==> src/hdl/ao_pkg.sv <==
`default_nettype none
package ao_pkg;
  localparam int unsigned PW = 24;
  localparam int unsigned AW = 17;
  localparam int unsigned MW = 32;
  localparam int unsigned SW = 48;

  localparam logic [0:0] CFG_ALPHA_MAIN   = 1'b0;
  localparam logic [0:0] CFG_ALPHA_SIGNAL = 1'b1;

  // one-hot sequencer states
  typedef enum logic [10:0] {
    ST_IDLE  = 11'b00000000001,
    ST_SQ    = 11'b00000000010,
    ST_ENV   = 11'b00000000100,
    ST_MSQ   = 11'b00000001000,
    ST_ROOT  = 11'b00000010000,
    ST_SIG   = 11'b00000100000,
    ST_OUT   = 11'b00001000000,
    ST_MSQ2  = 11'b00010000000,
    ST_MSQ3  = 11'b00100000000,
    ST_VAR   = 11'b01000000000,
    ST_SIGM  = 11'b10000000000
  } state_e;
endpackage
`default_nettype wire

==> src/hdl/ao_if.sv <==
`default_nettype none
interface ao_in_if;
  logic        valid;
  logic        ready;
  logic [23:0] open_price;
  logic [23:0] close_price;
  logic        series_start;
  modport source (output valid, open_price, close_price, series_start, input ready);
  modport sink (input valid, open_price, close_price, series_start, output ready);
endinterface

interface ao_out_if;
  logic        valid;
  logic        ready;
  logic [23:0] bull_value;
  logic [23:0] bear_value;
  logic [23:0] signal_value;
  modport source (output valid, bull_value, bear_value, signal_value, input ready);
  modport sink (input valid, bull_value, bear_value, signal_value, output ready);
endinterface

interface ao_cfg_if;
  logic        valid;
  logic        ready;
  logic [0:0]  index;
  logic [16:0] data;
  modport source (output valid, index, data, input ready);
  modport sink (input valid, index, data, output ready);
endinterface
`default_nettype wire

==> src/hdl/ao_isqrt.sv <==
`default_nettype none
// Rounded integer square root, two radicand bits per cycle.
module ao_isqrt import ao_pkg::*; (
  input  wire logic          clk_i,
  input  wire logic          rst_ni,
  input  wire logic          start_i,
  input  wire logic [SW-1:0] value_i,
  output logic               done_o,
  output logic [PW-1:0]      root_o
);
  logic [SW+1:0] rem_q, rem_d;
  logic [SW+1:0] root_q, root_d;
  logic [SW-1:0] v_q, v_d;
  logic [4:0]    cnt_q, cnt_d;
  logic          busy_q, busy_d, done_q, done_d;
  logic [SW+1:0] trial;
  logic [SW+1:0] fin;

  always_comb begin
    rem_d = rem_q; root_d = root_q; v_d = v_q; cnt_d = cnt_q;
    busy_d = busy_q; done_d = 1'b0;
    trial = {rem_q[SW-1:0], v_q[SW-1:SW-2]} - {root_q[SW-1:0], 2'b01};
    if (start_i) begin
      rem_d = '0; root_d = '0; v_d = value_i; cnt_d = 5'd0; busy_d = 1'b1;
    end else if (busy_q) begin
      // restoring step on the next radicand digit pair
      if (!trial[SW+1]) begin
        rem_d = trial;
        root_d = {root_q[SW:0], 1'b1};
      end else begin
        rem_d = {rem_q[SW-1:0], v_q[SW-1:SW-2]};
        root_d = {root_q[SW:0], 1'b0};
      end
      v_d = {v_q[SW-3:0], 2'b00};
      cnt_d = cnt_q + 5'd1;
      if (cnt_q == 5'(SW/2 - 1)) begin
        busy_d = 1'b0; done_d = 1'b1;
      end
    end
  end

  // round to nearest, saturate
  always_comb begin
    fin = (rem_q > root_q) ? root_q + 1'b1 : root_q;
    root_o = (fin > (SW+2)'((1 << PW) - 1)) ? '1 : fin[PW-1:0];
  end
  assign done_o = done_q;

  always_ff @(posedge clk_i or negedge rst_ni) begin
    if (!rst_ni) begin
      busy_q <= 1'b0; done_q <= 1'b0; cnt_q <= '0;
    end else begin
      busy_q <= busy_d; done_q <= done_d; cnt_q <= cnt_d;
    end
  end
  always_ff @(posedge clk_i) begin
    rem_q <= rem_d; root_q <= root_d; v_q <= v_d;
  end
endmodule
`default_nettype wire

==> src/hdl/andean_oscillator_core.sv <==
`default_nettype none
// Channel  | Dir | Payload
// in_if    | in  | open_price, close_price, series_start
// out_if   | out | bull_value, bear_value, signal_value
// cfg_if   | in  | index (0 alpha_main, 1 alpha_signal), data
// One shared 32x32 multiplier steps through the squares (2), the envelope
// scalings (high and low halves), the mean squares (hi*lo, hi*hi, lo*lo,
// run twice) and the signal scaling. The root unit runs 24 steps per
// envelope, then reports done. A series-start bar clears the envelopes and
// signal level and goes straight to the result load. The next bar is taken
// the cycle after a result is loaded, not before: one bar at a time.
// Reset clears envelopes, signal level and alphas to defaults. A stalled
// result holds in the output register while the next bar is computed; that
// bar waits in its last step until the register frees.
module andean_oscillator_core import ao_pkg::*; (
  input  wire logic clk_i,
  input  wire logic rst_ni,
  ao_in_if.sink     in_if,
  ao_out_if.source  out_if,
  ao_cfg_if.sink    cfg_if
);
  state_e        st_q, st_d;
  logic [AW-1:0] am_q, as_q;
  logic [MW-1:0] um_q, lm_q, sl_q;
  logic [SW-1:0] us_q, ls_q;
  logic [PW-1:0] op_q, cl_q;
  logic [SW-1:0] ops_q, cls_q;
  logic [3:0]    k_q;
  logic [SW+16:0] acc_q;
  logic [PW-1:0] bull_q, bear_q, sig_q;
  logic [PW-1:0] res_bull_q, res_bear_q;
  logic          ov_q;
  logic          out_free;
  logic [SW-1:0] var_q;
  logic          rt_start;
  logic          rt_done;
  logic [PW-1:0] rt_root;
  logic          which_q;

  // shared multiplier
  logic [31:0] ma, mb;
  logic [63:0] mp;
  assign mp = ma * mb;

  function automatic logic [16:0] clampa(input logic [16:0] a);
    return a[16] ? 17'h10000 : a;
  endfunction

  function automatic logic [SW-1:0] mx3(input logic [SW-1:0] a, b, c, input logic big);
    logic [SW-1:0] m;
    if (big) begin m = (a > b) ? a : b; m = (m > c) ? m : c; end
    else begin m = (a < b) ? a : b; m = (m < c) ? m : c; end
    return m;
  endfunction

  // envelope operands for step k, or signal-level operands in the signal steps
  logic [SW-1:0] prev, tgt, dif;
  logic [16:0]   alph;
  always_comb begin
    unique case (k_q[1:0])
      2'd0: begin prev = SW'(um_q); tgt = SW'({cl_q, 8'h00}); end
      2'd1: begin prev = us_q; tgt = cls_q; end
      2'd2: begin prev = SW'(lm_q); tgt = SW'({cl_q, 8'h00}); end
      default: begin prev = ls_q; tgt = cls_q; end
    endcase
    if (st_q == ST_SIG || st_q == ST_SIGM) begin
      prev = SW'(sl_q);
      tgt = SW'({(bull_q > bear_q ? bull_q : bear_q), 8'h00});
      alph = clampa(as_q);
    end else alph = clampa(am_q);
    dif = (prev >= tgt) ? prev - tgt : tgt - prev;
  end

  logic [MW-1:0] msel;
  assign msel = which_q ? um_q : lm_q;

  always_comb begin
    ma = '0; mb = '0;
    unique case (st_q)
      ST_SQ:  begin ma = 32'(k_q[0] ? cl_q : op_q); mb = ma; end
      ST_ENV, ST_SIG: begin ma = dif[31:0]; mb = 32'(alph); end
      ST_SIGM, ST_MSQ: begin ma = 32'(dif[SW-1:32]); mb = 32'(alph); end
      ST_MSQ2: begin ma = 32'(msel[31:16]); mb = 32'(msel[15:0]); end
      ST_MSQ3: begin ma = 32'(msel[31:16]); mb = ma; end
      ST_VAR:  begin ma = 32'(msel[15:0]); mb = ma; end
      default: ;
    endcase
  end

  // result register frees when empty or taken this cycle
  assign out_free = !ov_q || out_if.ready;

  assign in_if.ready = (st_q == ST_IDLE);
  assign cfg_if.ready = 1'b1;
  assign out_if.valid = ov_q;
  assign out_if.bull_value = res_bull_q;
  assign out_if.bear_value = res_bear_q;
  assign out_if.signal_value = sig_q;

  logic [SW-1:0] step, nv, msq;
  logic [SW+16:0] sum;
  always_comb begin
    sum = acc_q + (SW+17)'(mp) + (SW+17)'(17'h8000);
    step = sum[SW+15:16];
    nv = (prev >= tgt) ? prev - step : prev + step;
    msq = acc_q[SW-1:0] + SW'((mp + 64'h8000) >> 16);
  end

  assign rt_start = (st_q == ST_VAR) && (k_q == 4'd3);
  ao_isqrt u_root (.clk_i, .rst_ni, .start_i(rt_start), .value_i(var_q),
                   .done_o(rt_done), .root_o(rt_root));

  always_ff @(posedge clk_i or negedge rst_ni) begin
    if (!rst_ni) begin
      st_q <= ST_IDLE; ov_q <= 1'b0; k_q <= '0; which_q <= 1'b0;
      am_q <= 17'd8738; as_q <= 17'd13107;
      um_q <= '0; lm_q <= '0; us_q <= '0; ls_q <= '0; sl_q <= '0;
    end else begin
      if (cfg_if.valid) begin
        if (cfg_if.index == CFG_ALPHA_MAIN) am_q <= cfg_if.data;
        else as_q <= cfg_if.data;
      end
      ov_q <= (st_q == ST_OUT) || (ov_q && !out_if.ready);
      unique case (st_q)
        ST_IDLE: if (in_if.valid && in_if.ready) begin
          op_q <= in_if.open_price; cl_q <= in_if.close_price; k_q <= '0;
          if (in_if.series_start) begin
            um_q <= '0; lm_q <= '0; us_q <= '0; ls_q <= '0; sl_q <= '0;
            bull_q <= '0; bear_q <= '0; st_q <= ST_OUT;
          end else st_q <= ST_SQ;
        end
        ST_SQ: begin
          if (k_q[0]) begin cls_q <= mp[SW-1:0]; k_q <= '0; st_q <= ST_MSQ; end
          else begin ops_q <= mp[SW-1:0]; k_q <= 4'd1; end
          acc_q <= '0;
        end
        // high partial product of the envelope scaling; after the last envelope, go to the mean square
        ST_MSQ: if (k_q[3]) begin
          acc_q <= '0; k_q <= '0; which_q <= 1'b0; st_q <= ST_MSQ2;
        end else begin
          acc_q <= {mp[32:0], 32'h0}; st_q <= ST_ENV;
        end
        ST_ENV: begin
          unique case (k_q[1:0])
            2'd0: um_q <= MW'(mx3(SW'({cl_q,8'h0}), SW'({op_q,8'h0}), nv, 1'b1));
            2'd1: us_q <= mx3(cls_q, ops_q, nv, 1'b1);
            2'd2: lm_q <= MW'(mx3(SW'({cl_q,8'h0}), SW'({op_q,8'h0}), nv, 1'b0));
            default: ls_q <= mx3(cls_q, ops_q, nv, 1'b0);
          endcase
          k_q <= (k_q == 4'd3) ? 4'd8 : k_q + 4'd1;
          st_q <= ST_MSQ;
        end
        // mean square: hi*lo twice, hi*hi, then lo*lo
        ST_MSQ2: begin acc_q <= (SW+17)'({mp, 1'b0}); st_q <= ST_MSQ3; end
        ST_MSQ3: begin acc_q <= acc_q + (SW+17)'({mp, 16'h0}); k_q <= 4'd0; st_q <= ST_VAR; end
        ST_VAR: if (k_q == 4'd0) begin
          var_q <= ((which_q ? us_q : ls_q) > msq) ? (which_q ? us_q : ls_q) - msq : '0;
          k_q <= 4'd3;
        end else begin k_q <= '0; st_q <= ST_ROOT; end
        ST_ROOT: if (rt_done) begin
          if (which_q) begin bear_q <= rt_root; st_q <= ST_SIGM; end
          else begin bull_q <= rt_root; which_q <= 1'b1; st_q <= ST_MSQ2; end
        end
        ST_SIGM: begin acc_q <= {mp[32:0], 32'h0}; st_q <= ST_SIG; end
        ST_SIG: begin
          sl_q <= nv[MW-1:0];
          st_q <= ST_OUT;
        end
        // load the result once the output register is free
        ST_OUT: if (out_free) begin
          res_bull_q <= bull_q;
          res_bear_q <= bear_q;
          sig_q <= (&sl_q[MW-1:8] && sl_q[7]) ? '1 : sl_q[MW-1:8] + 24'(sl_q[7]);
          st_q <= ST_IDLE;
        end
        default: st_q <= ST_IDLE;
      endcase
    end
  end
endmodule
`default_nettype wire
==> src/flat_wrapper.sv <==
// flat-port wrapper written by rule: the top's interface ports become plain ports
module andean_oscillator_core_flat import ao_pkg::*;
  (clk_i, rst_ni, in_if_valid, in_if_open_price, in_if_close_price, in_if_series_start, in_if_ready, out_if_valid, out_if_bull_value, out_if_bear_value, out_if_signal_value, out_if_ready, cfg_if_valid, cfg_if_index, cfg_if_data, cfg_if_ready);
  ao_in_if in_if_i ();
  ao_out_if out_if_i ();
  ao_cfg_if cfg_if_i ();
  input  wire logic clk_i;
  input  wire logic rst_ni;
  input wire logic [$bits(in_if_i.valid)-1:0] in_if_valid;
  input wire logic [$bits(in_if_i.open_price)-1:0] in_if_open_price;
  input wire logic [$bits(in_if_i.close_price)-1:0] in_if_close_price;
  input wire logic [$bits(in_if_i.series_start)-1:0] in_if_series_start;
  output wire logic [$bits(in_if_i.ready)-1:0] in_if_ready;
  output wire logic [$bits(out_if_i.valid)-1:0] out_if_valid;
  output wire logic [$bits(out_if_i.bull_value)-1:0] out_if_bull_value;
  output wire logic [$bits(out_if_i.bear_value)-1:0] out_if_bear_value;
  output wire logic [$bits(out_if_i.signal_value)-1:0] out_if_signal_value;
  input wire logic [$bits(out_if_i.ready)-1:0] out_if_ready;
  input wire logic [$bits(cfg_if_i.valid)-1:0] cfg_if_valid;
  input wire logic [$bits(cfg_if_i.index)-1:0] cfg_if_index;
  input wire logic [$bits(cfg_if_i.data)-1:0] cfg_if_data;
  output wire logic [$bits(cfg_if_i.ready)-1:0] cfg_if_ready;
  assign in_if_i.valid = in_if_valid;
  assign in_if_i.open_price = in_if_open_price;
  assign in_if_i.close_price = in_if_close_price;
  assign in_if_i.series_start = in_if_series_start;
  assign in_if_ready = in_if_i.ready;
  assign out_if_valid = out_if_i.valid;
  assign out_if_bull_value = out_if_i.bull_value;
  assign out_if_bear_value = out_if_i.bear_value;
  assign out_if_signal_value = out_if_i.signal_value;
  assign out_if_i.ready = out_if_ready;
  assign cfg_if_i.valid = cfg_if_valid;
  assign cfg_if_i.index = cfg_if_index;
  assign cfg_if_i.data = cfg_if_data;
  assign cfg_if_ready = cfg_if_i.ready;
  andean_oscillator_core u_core (.clk_i(clk_i), .rst_ni(rst_ni), .in_if(in_if_i), .out_if(out_if_i), .cfg_if(cfg_if_i));
endmodule
==> config.mk <==
export PLATFORM = sky130hd
export DESIGN_NAME = andean_oscillator_core_flat
export DESIGN_NICKNAME = d
export VERILOG_FILES = /design/src/hdl/ao_pkg.sv /design/src/hdl/ao_if.sv /design/src/hdl/ao_isqrt.sv /design/src/hdl/andean_oscillator_core.sv /design/src/flat_wrapper.sv
export SDC_FILE = /design/constraint.sdc
export NUM_CORES = 2
export LEC_CHECK = 0
export BUFFER_PORTS_ARGS = -buffer_cell sky130_fd_sc_hd__buf_2
export CAP_MARGIN = 25
export CORE_UTILIZATION = 61
export DETAILED_ROUTE_END_ITERATION = 7
export GPL_TIMING_DRIVEN = 1
export HOLD_SLACK_MARGIN = 0.03
export PLACE_DENSITY = 0.89
export SLEW_MARGIN = 20
export SYNTH_ARGS = -nofsm -noshare
export SYNTH_HDL_FRONTEND = slang
export SYNTH_SLANG_ARGS = --single-unit
export TNS_END_PERCENT = 30
==> constraint.sdc <==
create_clock -name clk_i -period 25.5 [get_ports clk_i]
set_input_delay 2.55 -clock clk_i [delete_from_list [all_inputs] [get_ports clk_i]]
set_output_delay 2.55 -clock clk_i [all_outputs]
set_load 0.005 [all_outputs]
# After elaboration in Yosys (flattened, before gate mapping)

Index checks and enable logic that the tools add are counted.

Bits in registers: 775
Bits of input ports: 72
Output and inout bits: 75
Word-level logic and storage cells: 211

$add $sub $neg: 15
$mul: 1
Magnitude comparators: 13
Equal/unequal tests: 28
Multiplexer cells: 78
Bitwise logic cells: 2
Reductions and logical operators: 45

Operators by type and width:

| operator               | number |
|---|---|
| $mux 48                | 16 |
| $pmux 65 s5            | 1 |
| $mux 32                | 9 |
| $mux 24                | 9 |
| $pmux 32 s2            | 3 |
| $pmux 48 s2            | 2 |
| $sub 48x48->48         | 4 |
| $pmux 32 s5            | 1 |
| $gt 48x48->1           | 3 |
| $pmux 48 s3            | 1 |
| $add 64x16->64 const B | 2 |
| $pmux 32 s4            | 1 |
| $pmux 11 s11           | 1 |
| $mux 50                | 2 |
| $add 48x48->48         | 2 |
| $lt 48x48->1           | 2 |
| $pmux 24 s2            | 2 |
| $mux 11                | 6 |
| $add 65x65->65         | 1 |
| $mux 65                | 1 |
| $add 64x64->64         | 1 |
| $mul 32x32->64         | 1 |
| $mux 17                | 3 |
| $add 50x1->50 const B  | 1 |
| other kinds (56)       | 107 |

# Longest topological paths before layout

Depth in word-level cells: 16
Mapped depth: 108
Mapped depth without buffers: 96

# Hierarchy

A second synthesis with hierarchy kept.

Cells, all modules: 10706
Area total of the unflattened synthesis: 92505.0 um^2

By module, submodules not included:

| module                 | times used | cells each | area an instance (um^2) | sequential area each (um^2) |
|---|---|---|---|---|
| andean_oscillator_core | 1          | 9456       | 81693.4                 | 17357.9 |
| ao_isqrt               | 1          | 1250       | 10811.6                 | 3618.5 |

# Worst setup path after synthesis

No wires, ideal clock.

Kind: register to register
Start point: reg u_core.k_q[0]
End point: reg u_core.ls_q[42]
Setup time: 0.133 ns
Data arrival time: 21.330 ns
Required time: 25.367 ns
Slack: 4.037 ns
Cell stages (with the launch flop): 102
Path buffers: 16
Clock period less this slack: 21.463 ns
Path through: dfrtp_1 > clkbuf_1 > clkbuf_1 > clkbuf_1 > clkbuf_1 > inv_1 > ha_1 > clkbuf_1 > clkbuf_1 > clkbuf_1 > a222oi_1 > nand2_1 > o21ai_0 > nand2_1 > o21a_1 > ha_1 > clkbuf_1 > a21o_1 > (+66 left out) > ha_1 > a21o_1 > a21o_1 > a21o_1 > a21o_1 > a21oi_1 > o21ai_0 > nor3_1 > o21ai_0 > o21ai_0 > o21ai_0 > a21oi_1 > o211ai_1 > a311oi_1 > buf_2 > buf_4 > mux2i_1 > o21ai_0

Cells in the longest elaborated chain, start to end: 16
Elaborated cells between the ends (all ways): 28
Those cells by class: add/sub (6); mul (1); order compare (2); eq/ne (3); mux (12); reduce/logical (4)

Ends and longest elaborated chain:

| item                                             | line                          | source |
|---|---|---|
| from (decl)                                      | andean_oscillator_core.sv:28  | `logic [3:0] k_q;` |
| from (signal assigned)                           | andean_oscillator_core.sv:150 | `k_q <= (k_q == 4'd3) ? 4'd8 : k_q + 4'd1;` |
| $eq 2x2->1 or $logic_not 2->1 (tied branches)    | andean_oscillator_core.sv:60  | `unique case (k_q[1:0])` |
| $reduce_or 2->1 (no line)                        | -                             |  |
| $mux 48                                          | andean_oscillator_core.sv:60  |  |
| $mux 48                                          | andean_oscillator_core.sv:66  | `if (st_q == ST_SIG \|\| st_q == ST_SIGM) begin` |
| $sub 48x48->48 or $ge 48x48->1 (tied branches)   | andean_oscillator_core.sv:71  | `dif = (prev >= tgt) ? prev - tgt : tgt - prev;` |
| $mux 48                                          | andean_oscillator_core.sv:71  |  |
| $pmux 32 s5                                      | andean_oscillator_core.sv:79  | `unique case (st_q)` |
| $mul 32x32->64 *                                 | andean_oscillator_core.sv:43  | `assign mp = ma * mb;` |
| net u_core.mp[23]                                | andean_oscillator_core.sv:42  | `logic [63:0] mp;` |
| $add 64x64->64 *                                 | andean_oscillator_core.sv:103 | `sum = acc_q + (SW+17)'(mp) + (SW+17)'(17'h8000);` |
| $add 64x16->64 *                                 | andean_oscillator_core.sv:103 |  |
| $add 48x48->48 or $sub 48x48->48 (tied branches) | andean_oscillator_core.sv:105 | `nv = (prev >= tgt) ? prev - step : prev + step;` |
| $mux 48 *                                        | andean_oscillator_core.sv:105 |  |
| $lt 48x48->1                                     | -                             |  |
| $mux 48 *                                        | andean_oscillator_core.sv:52  | `else begin m = (a < b) ? a : b; m = (m < c) ? m : c; end` |
| $mux 48 *                                        | andean_oscillator_core.sv:144 | `unique case (k_q[1:0])` |
| $pmux 48 s2 *                                    | andean_oscillator_core.sv:124 | `unique case (st_q)` |
| to (signal assigned)                             | andean_oscillator_core.sv:148 | `default: ls_q <= mx3(cls_q, ops_q, nv, 1'b0);` |
| to (decl)                                        | andean_oscillator_core.sv:25  | `logic [SW-1:0] us_q, ls_q;` |

Mark *: on every way through the listed nets, which the timed path passes. The rest lies on a longest branch. The select of a mux whose other input is x is not followed.
A chain may end at the register's enable or synchronous reset.

# Worst setup path after layout

Start point: reg u_core.st_q[2]
End point: reg u_core.us_q[17]

Cells in the longest elaborated chain, start to end: 15
Elaborated cells between the ends (all ways): 40
Those cells by class: add/sub (6); mul (1); order compare (2); eq/ne (12); mux (10); reduce/logical (9)

Ends and longest elaborated chain:

| item                                             | line                                                       | source |
|---|---|---|
| from (decl)                                      | andean_oscillator_core.sv:22                               | `state_e st_q, st_d;` |
| from (signal assigned)                           | andean_oscillator_core.sv:115                              | `st_q <= ST_IDLE; ov_q <= 1'b0; k_q <= '0; which_q <= 1'b0;` |
| from (signal assigned)                           | andean_oscillator_core.sv:129                              | `bull_q <= '0; bear_q <= '0; st_q <= ST_OUT;` |
| from (signal assigned)                           | andean_oscillator_core.sv:130                              | `end else st_q <= ST_SQ;` |
| $eq 11x6->1 or $eq 11x11->1 (tied branches)      | andean_oscillator_core.sv:66, andean_oscillator_core.sv:79 |  |
| $logic_or 1x1->1                                 | andean_oscillator_core.sv:66                               |  |
| $mux 48                                          | andean_oscillator_core.sv:66                               |  |
| $sub 48x48->48 or $ge 48x48->1 (tied branches)   | andean_oscillator_core.sv:71                               |  |
| $mux 48                                          | andean_oscillator_core.sv:71                               |  |
| $pmux 32 s5                                      | andean_oscillator_core.sv:79                               |  |
| $mul 32x32->64 *                                 | andean_oscillator_core.sv:43                               |  |
| net u_core.mp[40]                                | andean_oscillator_core.sv:42                               |  |
| $add 64x64->64 *                                 | andean_oscillator_core.sv:103                              |  |
| $add 64x16->64 *                                 | andean_oscillator_core.sv:103                              |  |
| $add 48x48->48 or $sub 48x48->48 (tied branches) | andean_oscillator_core.sv:105                              |  |
| $mux 48 *                                        | andean_oscillator_core.sv:105                              |  |
| $gt 48x48->1 *                                   | andean_oscillator_core.sv:51                               | `if (big) begin m = (a > b) ? a : b; m = (m > c) ? m : c; end` |
| $mux 48 *                                        | andean_oscillator_core.sv:51                               |  |
| $mux 48 *                                        | andean_oscillator_core.sv:144                              |  |
| $pmux 48 s2 *                                    | andean_oscillator_core.sv:124                              |  |
| to (signal assigned)                             | andean_oscillator_core.sv:146                              | `2'd1: us_q <= mx3(cls_q, ops_q, nv, 1'b1);` |
| to (decl)                                        | andean_oscillator_core.sv:25                               |  |

Marks and branches as above.

==> impl_metrics.py <==
metrics = {
    "run_status": {
        "status": "finished with violations",
        "violations": "DRC",
    },
    "sta": {
        "fin_crit_ns": 24.86,
        "finalHoldViolCount": 0,
        "setup_viol": 0,
        "fin_tns_setup_ns": 0,
        "clock-skew-final_ns": 0.0770,
        "rsz0062_at_grt": "false",
        "fmax_mhz": 40.2,
        "tightest_slew_ns": 1.33,
        "max_slew_margin": 0.115,
        "drv_slew": 0,
        "fin_ws_ns": 0.641,
        "whs_ns": 0.453,
        "finalCritPeriodShare": 0.975,
    },
    "worst_setup_path": {
        "startpoint_type": "flop",
        "cp.arrival_ns": 25.44,
        "cp_max_fo": 42,
        "critPathRequiredTime_ns": 26.08,
        "crit_slowest_cell": "a2111oi_0",
        "cp_slowest_stage_delay_ns": 0.91,
        "endpoint_kind": "flop",
        "crit_type": "reg2reg",
    },
    "clock_tree": {
        "clockBufferDepth": 3,
        "ctsResizeCount": 0,
        "post_cts_buffers": 0,
        "htreeDepth": 3,
        "cts-buffers-inserted": 91,
        "holdBufCountCts": 0,
        "clk_pin_slew_ns": 0.06,
        "cts_tree": "built",
        "cts_root_buf": "clkbuf_16",
        "clock_latency_ns": 0.79,
        "clock_sinks": 773,
    },
    "synthesis": {
        "yosysWarnings": 0,
        "synth_xor_area_frac": 0.0443,
        "muxShareOfSynthArea": 0.0461,
        "synth_edf_count": 423,
        "ys_ff_latch": 773,
        "synth_compound_area_frac": 0.176,
        "synth_top_family_by_area": "adder cells",
        "ys.flop_type": "edfxtp_1",
        "seq_area_frac_synth": 0.227,
        "syn_avg_cell_area_sq_um": 8.53,
        "ys_types": 111,
        "synth_fa_ha_area_frac": 0.272,
        "syn_inst": 10800,
        "synth_simple_gate_area_frac": 0.161,
        "synth_area_sq_um": 92300,
        "async_reset_ff_frac": 0.323,
    },
    "layout": {
        "fill_cells": 11900,
        "drive_above_1_share": 0.0883,
        "fin_cells": 13100,
        "layout_commonest_cell": "inv_1",
        "fin_nets": 12600,
        "most-common-layout-cells": "inv_1, nand2_1, ha_1",
        "syn_to_final_growth_pct": 8.67,
        "finish.utilization": 0.669,
    },
    "route": {
        "via_per_inst": 6.81,
        "wl_per_cell_microns": 30.9,
        "remaining_drc_errors": 1,
        "wirelength_microns": 403000,
        "ant_nets": 0,
        "routed-via-count": 89000,
        "drt_iter0_markers": 12300,
        "drt_pass1_iterations": 8,
    },
    "placement": {
        "dp_cells": 12900,
        "dpl.hpwl_microns": 318000,
        "gp_congestion": 1.10,
        "pre_cts_slack_ns": 1.11,
        "portBuffers": 145,
    },
    "floorplan": {
        "dieArea_sq_um": 153000,
        "start_util": 0.616,
        "core_area_sq_um": 150000,
        "die_w_microns": 391,
        "die_h_microns": 391,
        "placementRows": 142,
        "ios": 147,
    },
    "global_routing": {
        "grt_overflow": 0,
        "met1_usage": 0.612,
        "grt_use_total": 0.519,
        "grt_max_degree": 101,
        "grt_pass1_wl_microns": 576000,
        "grt_antenna_before_repair": 29,
        "use_met2": 0.734,
        "busiest_layer": "met2",
        "grt_pass1_vias": 86800,
        "gr-usage-met3": 0.198,
    },
    "flow_run": {
        "drv_cap": 0,
    },
    "power_and_ir_drop": {
        "ir_drop_uv": 307,
        "p_leak_nw": 48.3,
        "p_per_area_nw_per_um2": 157,
    },
    "worst_hold_path": {
        "hold_path_class": "reg2reg",
    },
}
power by group:
part	internal [mW]	total, mW	switching (mW)	leakage [nW]
clock network	0.815	1.44	0.627	1.56
logic	4.38	12.7	8.35	38.7
registers	1.43	1.54	0.108	7.98
total	6.63	15.7	9.09	48.3
critical path: cells and delay by family (launching register included):
kind	cells	cell delay [ns]
muxes	1	0.16
DFF	1	0.44
buffers and inverters	13	2.37
AOI/OAI and AO/OA	19	5.88
xor gates and xnor gates	5	1.54
adders and majority gates	15	7.03
and+or+nand+nor	26	7.12
synth_stat cells, types with 261 or more instances:
cell / n / share of area
a21o_1: 307 / 0.025
nand2_1: 1209 / 0.049
ha_1: 942 / 0.13
mux2i_1: 261 / 0.028
xnor2_1: 297 / 0.028
inv_1: 1284 / 0.052
clkbuf_1: 416 / 0.017
edfxtp_1: 423 / 0.14
nor2_1: 841 / 0.034
a21oi_1: 705 / 0.038
o21ai_0: 721 / 0.039
fa_1: 664 / 0.14
kinds of logic after synthesis:
group           Yosys count
compound gates         2566
other cells               2
buf+inv                1769
mux                     407
flops                   773
simple gates           3225
fa+ha+maj              1608
xor+xnor                466
state kept, by name, indices dropped and copies added, names as in the netlist, 24 cells and up:
signal	cells
u_core.out_if.bull_value	24
u_core.bear_q	24
u_core.op_q	24
u_core.out_if.signal_value	24
u_core.um_q	32
u_core.us_q	48
u_core.sl_q	32
u_core.bull_q	24
u_core.u_root.rem_q	50
u_core.var_q	48
u_core.lm_q	32
u_core.u_root.v_q	48
u_core.acc_q	63
u_core.cl_q	24
u_core.ops_q	48
u_core.out_if.bear_value	24
u_core.u_root.root_q	50
u_core.ls_q	48
u_core.cls_q	48
metal layers:
metal,vias up,part of all wire
met4,28,0.11
li1,37600,-
met3,2094,0.14
met5,-,0.0013
met2,7077,0.40
met1,42200,0.34
path summary, 6_finish.rpt:
kind                                    from                            to  slack (ns)  cells after the start
max reg2reg                   u_core.st_q[2]               u_core.us_q[17]        0.64                     79
min                        u_core.bear_q[19]  u_core.out_if.bear_value[19]        0.45                      0
max                           u_core.st_q[2]               u_core.us_q[17]        0.64                     79
min reg2reg                u_core.bear_q[19]  u_core.out_if.bear_value[19]        0.45                      0
min in group asynchronous             rst_ni               u_core.ls_q[42]        1.81                      1
max in group asynchronous             rst_ni               u_core.sl_q[29]       22.16                      2
area by class of cell:
type	count	area (sq um)	area share
multi-input combinational	8330	65300	0.651
sequential	773	21000	0.209
inverter	1287	4830	0.0482
timing repair buffer	477	3420	0.0341
tap	2016	2520	0.0251
clock buffer	114	2490	0.0248
clock inverter	56	743	0.00741
antenna	15	37.5	0.000374
metrics by stage:
step	area [sq um]	total power, mW
floorplan	92500	8.78
global placement	96800	13.3
detailed placement	96800	13.4
CTS	100000	14.9
global route	100000	16.3
finish	100000	15.7
No activity file was read; power rests on OpenSTA's default activity.
